[config.mk]
export PLATFORM = sky130hd
export DESIGN_NAME = acf_front
export DESIGN_NICKNAME = d
export VERILOG_FILES = /design/src/rtl/core/acf_pkg.sv /design/src/rtl/core/acf_front.sv
export SDC_FILE = /design/constraint.sdc
export NUM_CORES = 2
export LEC_CHECK = 0
export BUFFER_PORTS_ARGS = -buffer_cell sky130_fd_sc_hd__buf_2
export CAP_MARGIN = 20
export CORE_UTILIZATION = 40
export CTS_CLUSTER_DIAMETER = 50
export CTS_CLUSTER_SIZE = 8
export DETAILED_ROUTE_END_ITERATION = 10
export PLACE_DENSITY_LB_ADDON = 0.3
export SYNTH_ARGS = -nofsm -noshare
export SYNTH_HDL_FRONTEND = slang
export SYNTH_SLANG_ARGS = --single-unit
export TNS_END_PERCENT = 100
[constraint.sdc]
create_clock -name clk -period 14.3 [get_ports clk]
set_input_delay 1.43 -clock clk [delete_from_list [all_inputs] [get_ports clk]]
set_output_delay 1.43 -clock clk [all_outputs]
set_load 0.05 [all_outputs]
[src/rtl/core/acf_pkg.sv]
// ============================================================================
// acf_pkg: shared widths and types for the arc-center-from-bulge pipeline
// Fixed-point formats, CORDIC and divider sizes, and the records that travel
// between the pipeline sections.
// ============================================================================
package acf_pkg;

  // Field formats
  localparam int COORD_W  = 32;              // signed coordinate, FRAC_W fraction bits
  localparam int FRAC_W   = 16;
  localparam int BULGE_W  = 24;              // signed bulge, FRAC_W fraction bits
  localparam int RAD_W    = COORD_W - 1;     // unsigned radius

  // Chord and bulge terms
  localparam int DIFF_W   = COORD_W + 1;     // end minus start
  localparam int B2_W     = 2 * BULGE_W;     // bulge squared
  localparam int HALF_W   = B2_W / 2;        // split point of the wide multiplies

  // CORDIC vectoring
  localparam int GUARD_W  = 8;
  localparam int STEPS    = 24;
  localparam int CX_W     = DIFF_W + GUARD_W + 4;  // signed working width
  localparam int XU_W     = CX_W - 1;              // final x, never negative

  // Gain removal: 1/K as Q0.32, split in two 16-bit halves
  localparam int               GAIN_SPLIT = 16;
  localparam logic [15:0]      GAIN_HI    = 16'h9B74;
  localparam logic [15:0]      GAIN_LO    = 16'hEDA8;
  localparam int               CHORD_SHIFT = 32 + GUARD_W;
  localparam int               CHORD_W    = 36;

  // Divider: quotient of num by (m << DEN_SHIFT), rounded
  localparam int DEN_SHIFT = FRAC_W + 2;
  localparam int NUM_W     = 85;
  localparam int DVD_W     = NUM_W - DEN_SHIFT;
  localparam int QW        = 34;             // quotient bits, all ones on overflow
  localparam int HI_W      = DVD_W - QW;

  // Divider lanes
  localparam int LANES    = 3;
  localparam int LANE_TY  = 0;               // |dy| * |1 - b^2| / 4b
  localparam int LANE_TX  = 1;               // |dx| * |1 - b^2| / 4b
  localparam int LANE_RAD = 2;               // chord * (1 + b^2) / 4b

  // Fields that ride to the final combine
  typedef struct packed {
    logic                        zero;
    logic                        kneg;
    logic                        sdx;
    logic                        sdy;
    logic signed [COORD_W-1:0]   mx;
    logic signed [COORD_W-1:0]   my;
  } tail_t;

  // Output of the front section
  typedef struct packed {
    logic [DIFF_W-1:0]  adx;
    logic [DIFF_W-1:0]  ady;
    logic [B2_W-1:0]    n2m;
    logic [B2_W-1:0]    sumb;
    logic [BULGE_W-1:0] m;
    tail_t              tail;
  } front_t;

endpackage

[src/rtl/core/acf_front.sv]
// ============================================================================
// acf_front: input section of the arc-center pipeline
// Three stages: differences and midpoint, magnitudes and bulge square,
// then the 1 - b^2 and 1 + b^2 terms and the sign of the center offset.
// ============================================================================
module acf_front (
  input  logic                               clk,
  input  logic                               rst,
  input  logic                               en,
  input  logic                               in_valid,
  input  logic signed [acf_pkg::COORD_W-1:0] start_x,
  input  logic signed [acf_pkg::COORD_W-1:0] start_y,
  input  logic signed [acf_pkg::COORD_W-1:0] end_x,
  input  logic signed [acf_pkg::COORD_W-1:0] end_y,
  input  logic signed [acf_pkg::BULGE_W-1:0] bulge,
  output logic                               out_valid,
  output acf_pkg::front_t                    out_side
);

  localparam int CW = acf_pkg::COORD_W;
  localparam int DW = acf_pkg::DIFF_W;
  localparam int BW = acf_pkg::BULGE_W;
  localparam int QW2 = acf_pkg::B2_W;
  localparam logic [QW2:0] ONE_Q = (QW2 + 1)'(1) << (2 * acf_pkg::FRAC_W);

  // stage 1
  logic                 v1;
  logic signed [DW-1:0] dx1, dy1;
  logic signed [CW-1:0] mx1, my1;
  logic [BW-1:0]        m1;
  logic                 bneg1, zero1;

  // stage 2
  logic                 v2;
  logic [DW-1:0]        adx2, ady2;
  logic [QW2-1:0]       b2_2;
  logic [BW-1:0]        m2;
  logic                 bneg2, zero2, sdx2, sdy2;
  logic signed [CW-1:0] mx2, my2;

  logic signed [DW-1:0] sx_e, sy_e, ex_e, ey_e, sum_x, sum_y;
  logic [BW-1:0]        braw, babs;
  logic [QW2:0]         b2e;
  logic                 n2neg;
  logic [QW2:0]         n2abs, sumbe;

  // sign-extend and form differences and sums
  assign sx_e  = {start_x[CW-1], start_x};
  assign sy_e  = {start_y[CW-1], start_y};
  assign ex_e  = {end_x[CW-1], end_x};
  assign ey_e  = {end_y[CW-1], end_y};
  assign sum_x = sx_e + ex_e;
  assign sum_y = sy_e + ey_e;
  assign braw  = bulge;
  assign babs  = braw[BW-1] ? (~braw + BW'(1)) : braw;

  always_ff @(posedge clk) begin
    if (rst) begin
      v1 <= 1'b0;
      v2 <= 1'b0;
      out_valid <= 1'b0;
    end else if (en) begin
      v1 <= in_valid;
      v2 <= v1;
      out_valid <= v2;
    end
  end

  // stage 1: differences, floored midpoint, bulge magnitude
  always_ff @(posedge clk) begin
    if (en) begin
      dx1   <= ex_e - sx_e;
      dy1   <= ey_e - sy_e;
      mx1   <= sum_x[DW-1:1];
      my1   <= sum_y[DW-1:1];
      m1    <= babs;
      bneg1 <= braw[BW-1];
      zero1 <= (braw == '0);
    end
  end

  // stage 2: magnitudes of the chord components, bulge squared
  always_ff @(posedge clk) begin
    if (en) begin
      adx2  <= dx1[DW-1] ? (~dx1 + DW'(1)) : dx1;
      ady2  <= dy1[DW-1] ? (~dy1 + DW'(1)) : dy1;
      sdx2  <= dx1[DW-1];
      sdy2  <= dy1[DW-1];
      b2_2  <= QW2'(m1) * QW2'(m1);
      m2    <= m1;
      bneg2 <= bneg1;
      zero2 <= zero1;
      mx2   <= mx1;
      my2   <= my1;
    end
  end

  // stage 3: |1 - b^2|, 1 + b^2, sign of the offset factor
  assign b2e   = {1'b0, b2_2};
  assign n2neg = (b2e > ONE_Q);
  assign n2abs = n2neg ? (b2e - ONE_Q) : (ONE_Q - b2e);
  assign sumbe = b2e + ONE_Q;

  always_ff @(posedge clk) begin
    if (en) begin
      out_side.adx       <= adx2;
      out_side.ady       <= ady2;
      out_side.n2m       <= n2abs[QW2-1:0];
      out_side.sumb      <= sumbe[QW2-1:0];
      out_side.m         <= m2;
      out_side.tail.zero <= zero2;
      out_side.tail.kneg <= n2neg ^ bneg2;
      out_side.tail.sdx  <= sdx2;
      out_side.tail.sdy  <= sdy2;
      out_side.tail.mx   <= mx2;
      out_side.tail.my   <= my2;
    end
  end

endmodule

==> summary.md <==
| Metric | Value |
|---|---|
| CTS root buffer | clkbuf_16 |
| Main synth FF type | edfxtp_1 |
| Total core area | 111000 um^2 |
| CTS Buffer Depth | 3 |
| Hold depth | 0 |
| Total number of H-tree levels | 3 |
| MaxCap Viol Count | 0 |
| Total CTS buffers | 100 |
| Most frequent cell after synthesis | inv_1 |
| Routed WL | 105 mm |
| Worst hold start | adx2[21]$_DFFE_PP_ |
| Worst Hold End | out_side[242]$_DFFE_PP_ |
| FF+latch area | 18400 um^2 |
| Post-CTS setup buffer count | 0 |
| Post-synthesis instance total | 3926 |
| Pre-CTS setup slack | 6.50 ns |
| Largest net degree at the start of global routing | 173 |
| Post-synth EDFFs | 611 |
| Vert. Die Dim | 336 um |
| List of most frequent post-synthesis cells | inv_1, edfxtp_1, fa_1, ha_1, nand2_1 |
| 1st-iter DRT viols | 1676 |
| Aggregate global routing overflow | 0 |
| Fin crit share | 55.4% |
| Largest stage delay, worst path | 1.04 ns |
| Crit start category | flip-flop |
| Top cell type by total area after synthesis | edfxtp_1 |
| Ys async rst share | 0% |
| Number of routed nets with antenna violations | 0 |
| Status | complete, no violations |
| Fmax | 0.126 GHz |
| Gpl congestion | 0.903 |
| Crit Path Category | flip-flop to flip-flop |
| Syn Area/Cell | 11.4 um^2 |
| CP Capture Type | flip-flop |
| Crit Reg-Reg Endpoint | b2_2[43]$_DFFE_PP_ |
| Worst Path Max Fanout | 25 |
| Clk Latency, worst-skew pair | 0.66 ns |
| Post-synthesis sequential area ratio | 41.3% |
| Vias/cell | 4.94 |
| Slew Limit Fails | 0 |
| Final Skew | 0.0333 ns |
| Worst-path cell chain | nand2_1 > fa_1 > inv_1 > fa_1 > inv_1 > fa_1 > fa_1 > inv_1 > fa_1 > fa_1 > fa_1 > ha_1 > a21oi_1 > o211ai_1 > a21boi_0 > a211oi_1 > or3b_1 > a221o_1 > a41oi_2 > xnor2_1 |
| DP HPWL | 81.4 mm |
| Vias in the first global route | 30500 |
| Worst slew pin tran | 1.08 ns |
| Critical path arrival | 8.31 ns |
| Clock-pin transition on the worst setup and hold timing paths | 0.05 ns |
| Initial core utilization | 40.3% |
| Port-buffer cells | 409 |
| IO Pins | 411 |
| Post-route DRC | 0 |
| Die ar. | 113000 um^2 |
| Final worst slack | 6.38 ns |
| DR pass1 iterations | 6 |
| Placed cell areas | 48100 um^2 |
| Multi-input logic area | 23000 um^2 |
| Worst hold path type | flip-flop to flip-flop |
| Vias | 29000 |
| Fill cells | 10300 |
| #FFs+latches synth | 614 |
| Unrepaired setup endpoints after global routing | no |
| Required @ worst endpoint | 14.69 ns |
| Fin area | 51300 um^2 |
| CP Buf/Inv Count | 3 |
| Nets | 5221 |
| Library cells used by synthesis | 85 |
| Crit-path leading delay family | adder cells |
| Top cell type's share of synthesized area | 41.2% |
| CTS tree | yes |
| Area contributors post-synth | edfxtp_1, fa_1, ha_1 |
| GRT Overall Usage | 19.0% |
| Yosys warns | 0 |
| Share of cells above drive strength 1 | 13.6% |
| Critical path's slowest cell | edfxtp_1 |
| R2R cell count | 20 |
| Area grow syn2layout | 15.1% |
| First-pass GRT wire length | 166 mm |
| Slew HR | 28.1% |
| Die X | 336 um |
| Start of the worst register-to-register path | m1[2]$_DFFE_PP_ |
| Rows | 122 |
| Post-layout min period | 7.92 ns |
| Setup TNS | 0 ns |
| Wire length per cell | 17.9 um |
| Post_cts resized | 0 |
| Mapped Nets | 4815 |
| # setup viols final | 0 |
| Clock Sinks | 614 |
| Fin. Hold Viols | 0 |
| Flop-to-flop setup slack | 6.38 ns |
| Cell area after synthesis | 44600 um^2 |
| Top cell by count, worst path | fa_1 |
| Initial antenna violation count | 1 |
| CTS Hold Buffers Added | 0 |
==> worst register-to-register path: stages (launching register included) <==
cell      delay, ns
edfxtp_1       1.04
nand2_1        0.28
fa_1           0.60
inv_1          0.05
fa_1           0.54
inv_1          0.06
fa_1           0.45
fa_1           0.54
inv_1          0.06
fa_1           0.55
fa_1           0.43
fa_1           0.45
ha_1           0.39
a21oi_1        0.32
o211ai_1       0.17
a21boi_0       0.33
a211oi_1       0.17
or3b_1         0.50
a221o_1        0.40
a41oi_2        0.23
xnor2_1        0.08
==> worst max-delay path by stage <==
stage / cells past startpoint / slack, ns / to / from
2_1_floorplan: 24 / 7.40 / b2_2[43]$_DFFE_PP_ / m1[17]$_DFFE_PP_
3_3_place_gp: 22 / 6.56 / b2_2[45]$_DFFE_PP_ / m1[3]$_DFFE_PP_
3_5_place_dp: 20 / 6.50 / b2_2[43]$_DFFE_PP_ / m1[2]$_DFFE_PP_
4_1_cts: 20 / 6.47 / b2_2[43]$_DFFE_PP_ / m1[2]$_DFFE_PP_
5_1_grt: 20 / 6.05 / b2_2[47]$_DFFE_PP_ / m1[2]$_DFFE_PP_
6_report: 20 / 6.38 / b2_2[43]$_DFFE_PP_ / m1[2]$_DFFE_PP_
==> final cells by class <==
type	count	area share, %
Sequential cell	614	35.9
Timing Repair Buffer	431	4.43
Tap cell	1488	3.63
Multi-Input combinational cell	2468	44.8
Antenna cell	1	0.00488
Clock inverter	31	0.888
Inverter	717	5.25
Clock buffer	119	5.14
==> through the flow <==
step                      std cells  util (%)  hold slack (ns)
after floorplan                3926         -            0.400
after global placement         5716      43.6            0.401
after detailed placement       5716      43.6            0.405
after CTS                      5866      46.4            0.391
after global routing           5868      46.4            0.398
final                          5869      46.4            0.394
==> kinds of logic after synthesis <==
family / count (synthesis) / share of synthesized area, %
mux: 6 / 0.140
simple gates: 868 / 9.54
flops: 614 / 41.3
other cells: 1 / 0.00841
xor+xnor: 303 / 5.96
fa+ha+maj: 733 / 27.8
buf+inv: 844 / 7.17
compound gates: 557 / 8.13
==> sequential cells by signal, indices dropped and copies added (netlist names), 32 cells and up <==
| name | flops |
|---|---|
| ady2 | 33 |
| dx1 | 33 |
| mx2 | 32 |
| adx2 | 33 |
| b2_2 | 47 |
| mx1 | 32 |
| dy1 | 33 |
| out_side | 251 |
| my2 | 32 |
| my1 | 32 |
==> cell usage in the layout, fill, tap and decap left out, types with 41 or more instances in the layout <==
cell type | Yosys | layout
xnor2_1 | 238 | 238
clkbuf_16 | 0 | 103
o21ai_0 | 103 | 103
nor3_1 | 41 | 41
nor2_1 | 202 | 202
inv_1 | 713 | 713
ha_1 | 307 | 307
o31ai_1 | 49 | 49
and2_1 | 128 | 128
fa_1 | 426 | 426
edfxtp_1 | 611 | 611
a21oi_1 | 168 | 168
xor2_1 | 65 | 65
buf_2 | 8 | 408
a21o_1 | 46 | 46
o21bai_1 | 42 | 42
nand2_1 | 284 | 284
==> routing by layer <==
metal / GRT usage, % / share of wire, % / up-vias
li1: - / - / 13800
met1: 22.6 / 40 / 14300
met2: 34.0 / 52 / 752
met3: 3.36 / 5.2 / 182
met4: 6.98 / 3.4 / 0
met5: 0 / 0 / -
Power is left out: the tool's default activity adds up to more than one toggle a clock period on the data nets, which glitch-free logic cannot reach.
